`src/design/hts_pkg.sv`:
```
// ----------------------------------------------------------------------------
// hts_pkg: shared types and constants for the hyperplane translation score
// Payload structs for both channels and the controller/datapath interface.
// ----------------------------------------------------------------------------
package hts_pkg;

  localparam int MAX_DIM_DEF = 128;
  localparam int ELEM_W      = 16;
  localparam int ACC_W       = 40;
  localparam int SCORE_W     = 41;

  typedef struct packed {
    logic signed [ELEM_W-1:0] head_value;
    logic signed [ELEM_W-1:0] tail_value;
    logic signed [ELEM_W-1:0] normal_value;
    logic signed [ELEM_W-1:0] translation_value;
    logic                     last_elem;
  } hts_in_t;

  typedef struct packed {
    logic signed [SCORE_W-1:0] score;
    logic                      overflow;
  } hts_out_t;

  // controller -> datapath
  typedef struct packed {
    logic load;     // accept one element transaction
    logic rescale;  // rescale and clamp both dot products
    logic pass_rd;  // read one stored dimension for the second pass
    logic finish;   // emit the score and clear the triple state
  } hts_cmd_t;

  // datapath -> controller
  typedef struct packed {
    logic pipe_busy;  // second-pass pipeline still holds work
  } hts_status_t;

endpackage

```
`src/design/hts_ctrl.sv`:
```
// ----------------------------------------------------------------------------
// hts_ctrl: sequencing controller
// Walks load, rescale, second pass and drain, and issues datapath commands.
// ----------------------------------------------------------------------------
module hts_ctrl #(
  parameter int MAX_DIM = hts_pkg::MAX_DIM_DEF,
  parameter int AW      = (MAX_DIM > 1) ? $clog2(MAX_DIM) : 1,
  parameter int CNT_W   = $clog2(MAX_DIM + 1)
) (
  input  logic                clk,
  input  logic                rst_n,
  input  logic                start,
  input  logic                last_elem,
  input  logic [CNT_W-1:0]    cnt,
  input  hts_pkg::hts_status_t status,
  output logic                busy,
  output logic [AW-1:0]       rd_addr,
  output hts_pkg::hts_cmd_t   cmd
);

  localparam logic [2:0] ST_IDLE    = 3'd0;
  localparam logic [2:0] ST_WAIT    = 3'd1;
  localparam logic [2:0] ST_RESCALE = 3'd2;
  localparam logic [2:0] ST_PASS    = 3'd3;
  localparam logic [2:0] ST_DRAIN   = 3'd4;

  logic [2:0]    state_r, state_nxt;
  logic [AW-1:0] idx_r, idx_nxt;
  logic          accept;
  logic          pass_last;

  assign busy      = (state_r != ST_IDLE);
  assign accept    = start && !busy;
  assign pass_last = ((CNT_W'(idx_r) + CNT_W'(1)) == cnt);
  assign rd_addr   = idx_r;

  always_comb begin
    state_nxt   = state_r;
    idx_nxt     = idx_r;
    cmd.load    = accept;
    cmd.rescale = 1'b0;
    cmd.pass_rd = 1'b0;
    cmd.finish  = 1'b0;
    unique case (state_r)
      ST_IDLE: begin
        if (accept && last_elem) state_nxt = ST_WAIT;
      end
      ST_WAIT: begin
        state_nxt = ST_RESCALE;
      end
      ST_RESCALE: begin
        cmd.rescale = 1'b1;
        idx_nxt     = '0;
        state_nxt   = ST_PASS;
      end
      ST_PASS: begin
        cmd.pass_rd = 1'b1;
        idx_nxt     = idx_r + AW'(1);
        if (pass_last) state_nxt = ST_DRAIN;
      end
      ST_DRAIN: begin
        if (!status.pipe_busy) begin
          cmd.finish = 1'b1;
          state_nxt  = ST_IDLE;
        end
      end
      default: begin
        state_nxt = ST_IDLE;
      end
    endcase
  end

  always_ff @(posedge clk) begin
    if (!rst_n) begin
      state_r <= ST_IDLE;
      idx_r   <= '0;
    end else begin
      state_r <= state_nxt;
      idx_r   <= idx_nxt;
    end
  end

endmodule

```
`config.mk`:
```
export PLATFORM = sky130hd
export DESIGN_NAME = hts_ctrl
export DESIGN_NICKNAME = d
export VERILOG_FILES = /design/src/design/hts_pkg.sv /design/src/design/hts_ctrl.sv
export SDC_FILE = /design/constraint.sdc
export NUM_CORES = 1
export LEC_CHECK = 0
export BUFFER_PORTS_ARGS = -buffer_cell sky130_fd_sc_hd__buf_2
export CORE_MARGIN = 5
export CORE_UTILIZATION = 48
export CTS_CLUSTER_SIZE = 25
export DETAILED_ROUTE_END_ITERATION = 8
export HOLD_SLACK_MARGIN = 0.12
export PLACE_DENSITY = 0.77
export SKIP_LAST_GASP = 1
export SLEW_MARGIN = 30
export SYNTH_ARGS = -nofsm -noshare
export SYNTH_HDL_FRONTEND = slang
export SYNTH_SLANG_ARGS = --single-unit
export TNS_END_PERCENT = 10
```
`constraint.sdc`:
```
create_clock -name clk -period 1.7 [get_ports clk]
set_input_delay 0.17 -clock clk [delete_from_list [all_inputs] [get_ports clk]]
set_output_delay 0.17 -clock clk [all_outputs]
set_load 0.01 [all_outputs]
```
; Word level (Yosys, flattened, before mapping)
; Index checks and enable logic that the tools add are counted.
[totals]
latch_bits = 0
word_cells = 28
input_bits = 13
mem_count = 0
output_inout_bits = 12
mem_bits_ro = 0
mem_bits_rw = 0
register_bits = 10
[classes]
div_mod_pow = 0
shift = 0
n_reduce_logical = 7
n_addsub = 2
n_mux = 9
order_cmp = 0
n_eq_ne = 8
mul = 0
bitwise_logic = 0
[ops]
columns = op, count
row1 = $pmux W3 S5, 1
row2 = $pmux W7 S2, 1
row3 = $mux W3, 3
row4 = $add A7 B1 Y8 const B, 1
row5 = $eq A8 B8 Y1, 1
row6 = $add A7 B1 Y7 const B, 1
row7 = $eq A3 B2 Y1 const B, 2
row8 = $ne A2 B2 Y1 const B, 3
row9 = $mux W1, 4
row10 = $eq A3 B1 Y1 const B, 1
row11 = $eq A3 B3 Y1 const B, 1
row12 = $logic_not A3 Y1, 1
row13 = $reduce_and A3 Y1, 1
row14 = $reduce_bool A3 Y1, 1
row15 = $logic_and A1 B1 Y1, 2
row16 = $reduce_bool A2 Y1, 1
row17 = $logic_not A1 Y1, 1

; Longest topological paths before layout
[logic_depth]
ltp_word = 6
mapped_depth = 6
ltp_nobuf = 6

; Least setup slack after synthesis
; Ideal clock, no wire load.
[synth_path]
path_kind = flip-flop to flip-flop
start = register idx_r[0] (netlist: rd_addr[0])
end = register idx_r[6] (netlist: rd_addr[6])
path_stages_with_launch = 7
period_less_slack_ps = 1622
slack_ps = 78
path_buffers = 0
setup_time_ps = 118
t_arrival_ps = 1503
t_required_ps = 1582
path_cell_list = dfxtp_1 -> ha_1 -> nand3_2 -> nor2_4 -> mux2_2 -> a22oi_1 -> nor2b_1
[synth_between]
elab_chain_cells = 2
[synth_lines]
columns = item, line
row1 = "start, declared", hts_ctrl.sv:28  ; logic [AW-1:0] idx_r, idx_nxt;
row2 = "start signal, assigned", hts_ctrl.sv:79  ; idx_r <= idx_nxt;
row3 = $add A7 B1 Y7, hts_ctrl.sv:58  ; idx_nxt = idx_r + AW'(1);
row4 = $pmux W7 S2, hts_ctrl.sv:44  ; unique case (state_r)
; Every way passes these cells.
; A chain may end at the register's enable or synchronous reset.

; Worst setup path in the final report
; Ends and elaborated chain as after synthesis.

==> key figures <==
Place
  – Inst Count DP: 134
  – PortBufs: 24
  – Pre-CTS setup slack: 0.146 ns
  – RD Place Congestion: 0.824
  – Final HPWL DP: 1.47 mm
  – Cell Area, Placed: 885 um2

Cells and area
  – Non-Filler Instances: 137
  – FF/Latch Area: 200 um2
  – Nets@finish: 137
  – Final core utilization: 0.609
  – Final-layout fill cell count: 136
  – Antenna diodes: 0
  – Synthesis-to-layout area growth: 22.1%
  – Design area: 907 um2
  – Area of the multi-input gates: 514 um2
  – Fraction of layout cells with a size suffix above 1: 0.314

Job
  – MaxCap Viol Count: 0

Critical path
  – Worst path arrival time: 1.71 ns
  – Worst r2r src: rd_addr[0]
  – Worst Setup Path Type: reg2reg
  – Maximum single-stage delay on the critical path: 0.36 ns
  – R2R setup slack: 0.14 ns
  – CP endpoint kind: register
  – Worst Reg-to-Reg Cells: 6
  – Worst EP required: 1.85 ns
  – RR Endpoint: rd_addr[6]
  – Critical path cell sequence: ha_1 > nand3_2 > nor2_4 > mux2_2 > a22oi_1 > nor2b_1
  – Crit start category: register
  – WP buf/inv: 0
  – Worst-path maximum fanout: 4
  – Crit-path slowest cell: dfxtp_1
  – Delay-heaviest family, CP: simple AND/OR/NAND/NOR gates

Yosys
  – Syn Inst Count: 95
  – Yosys synthesis warning count: 0
  – Synth Cell Area: 743 um2
  – Sequential element share of the synthesized area: 0.269
  – Syn_area_per_cell: 7.82 um2
  – #FFs+latches synth: 10
  – Netlist cell types: 36
  – Syn_nets: 109

CTS
  – Setup bufs post-CTS: 0
  – Hold_buf cts: 0
  – CTS clk-pin slew, worst paths: 0.07 ns
  – Cts bufs inserted: 3
  – Clk_lat worst skew: 0.26 ns
  – Post-CTS sizing: 0
  – Clock sink count: 10
  – CTS tree: built
  – Root buffer cell: clkbuf_4
  – Clock Path Buffers: 2
  – H-tree depth: 1

Global routing
  – Antenna violations before repair: 0
  – GRT Util Overall: 0.157
  – Total gr overflow: 0
  – Largest net degree at the start of global routing: 14
  – Vias in the first global route: 740
  – First-pass GRT wire length: 3.04 mm

Floorplan
  – Die height: 49.4 um
  – Die X-Extent: 49.4 um
  – Core area: 0.00149 mm2
  – Die area: 0.00244 mm2
  – Starting density of the core: 0.499
  – Site Rows: 14
  – I/O pins: 25

Route
  – DRT iter0 DRCs: 7
  – WL/cell: 13.5 um
  – DRC Markers: 0
  – ANT nets after route: 0
  – Total wire length: 1.86 mm
  – Drt first pass iters: 4
  – Via/cell ratio: 5.57
  – DR vias: 763

Timing
  – RSZ-0062 raised after global routing: false
  – Hold Fails Final Rpt: 0
  – Setup Skew: 0.00239 ns
  – Final worst slack: 0.136 ns
  – Slew headroom: 0.715
  – Period minus WS final: 1.56 ns
  – Worst Tran Pin Value: 0.427 ns
  – Hold WS: 0.233 ns
  – Tcrit/Tclk final: 0.920
  – Final setup vio count: 0
  – TNS Setup: 0 ns
  – Slew Limit Fails: 0
  – Fmax: 639 MHz

Power
  – Internal: 0.363 mW
  – Clk pwr share: 0.324
  – Sw Ratio: 0.272
  – VDD IR max: 341 uV
  – Leakage: 0.409 nW
  – Pwr Total: 0.498 mW
  – Seq pwr share: 0.498
  – Sw Pwr: 0.135 mW
  – Power per cell area: 549 mW/mm2
  – Combinational Power Share: 0.178

Status
  – Status: finished clean

Hold path
  – Hold path cells: 2
  – Min-delay src: rst_n
  – Hold crit path type: in2reg
  – Hold endpoint: rd_addr[3]
==> state kept, by name (all words and copies together), names as in the netlist <==
register / cells
rd_addr: 7
state_r: 3
==> worst register-to-register path, cell delays in order (launching register included) <==
cell and delay [ns]:
dfxtp_1 0.36, ha_1 0.26, nand3_2 0.17, nor2_4 0.14
mux2_2 0.34, a22oi_1 0.13, nor2b_1 0.06
==> cells by family after synthesis <==
| kind of cell | after synthesis | share of synthesized area |
|---|---|---|
| and+or+nand+nor | 48 | 0.377 |
| adders and majority gates | 1 | 0.0168 |
| AOI/OAI and AO/OA | 19 | 0.165 |
| DFF | 10 | 0.269 |
| xor gates and xnor gates | 10 | 0.118 |
| muxes | 1 | 0.0152 |
| buffers and inverters | 6 | 0.0387 |
==> power groups by stage <==
stage / logic [mW] / registers, mW / clock network, mW
floorplan: 0.0568 / 0.248 / 0
global placement: 0.0863 / 0.253 / 0
detailed placement: 0.0888 / 0.253 / 0
CTS: 0.0889 / 0.248 / 0.165
global route: 0.0990 / 0.249 / 0.180
finish: 0.0885 / 0.248 / 0.162
==> layer usage <==
layer	GRT usage	share of wire
met1	0.178	0.43
met2	0.279	0.51
met3	0.0275	0.043
met4	0.0717	0.015
met5	0	0
==> layout make-up <==
type | count | share of cell area
Inverter | 2 | 0.00828
Tap cell | 16 | 0.0221
Multi-Input combinational cell | 79 | 0.567
Timing Repair Buffer | 27 | 0.157
Sequential cell | 10 | 0.221
Clock buffer | 3 | 0.0248
==> synth_stat cells, drive strengths merged <==
| master | instances | area, um2 |
|---|---|---|
| a211oi | 1 | 12.5 |
| a21boi | 2 | 15.0 |
| a21o | 2 | 15.0 |
| a21oi | 6 | 30.0 |
| a22oi | 1 | 7.51 |
| a31oi | 1 | 6.26 |
| and2 | 2 | 12.5 |
| and2b | 1 | 7.51 |
| and3 | 1 | 6.26 |
| and4 | 1 | 8.76 |
| buf | 3 | 17.5 |
| clkbuf | 1 | 3.75 |
| dfxtp | 10 | 200 |
| ha | 1 | 12.5 |
| inv | 2 | 7.51 |
| mux2 | 1 | 11.3 |
| nand2 | 10 | 37.5 |
| nand2b | 1 | 6.26 |
| nand3 | 5 | 35.0 |
| nand3b | 2 | 15.0 |
| nand4 | 1 | 6.26 |
| nor2 | 8 | 37.5 |
| nor2b | 7 | 43.8 |
| nor3 | 6 | 35.0 |
| nor3b | 1 | 7.51 |
| nor4b | 1 | 15.0 |
| o21a | 1 | 7.51 |
| o21ai | 5 | 28.8 |
| or3 | 1 | 6.26 |
| xnor2 | 7 | 61.3 |
| xor2 | 3 | 26.3 |
==> how the worst max path moves through the flow <==
stage          slack [ns]  startpoint         end  depth (start not counted)
3_3_place_gp         0.23  rd_addr[1]  rd_addr[6]                          6
2_1_floorplan        0.08  rd_addr[0]  rd_addr[6]                          6
4_1_cts              0.13  rd_addr[0]  rd_addr[6]                          6
5_1_grt              0.04  rd_addr[1]  state_r[1]                          6
3_5_place_dp         0.15  rd_addr[0]  rd_addr[6]                          6
6_report             0.14  rd_addr[0]  rd_addr[6]                          6
==> layout by cell type (no fill, tap or decap), types with 4 or more instances in the layout <==
| master | n |
|---|---|
| buf_2 | 24 |
| nand2_1 | 10 |
| dfxtp_1 | 10 |
| nor2_1 | 7 |
| nor2b_1 | 7 |
| xnor2_1 | 7 |
| a21oi_1 | 6 |
| nor3_1 | 5 |
| o21ai_0 | 4 |
(Power assumes the default switching activity.)
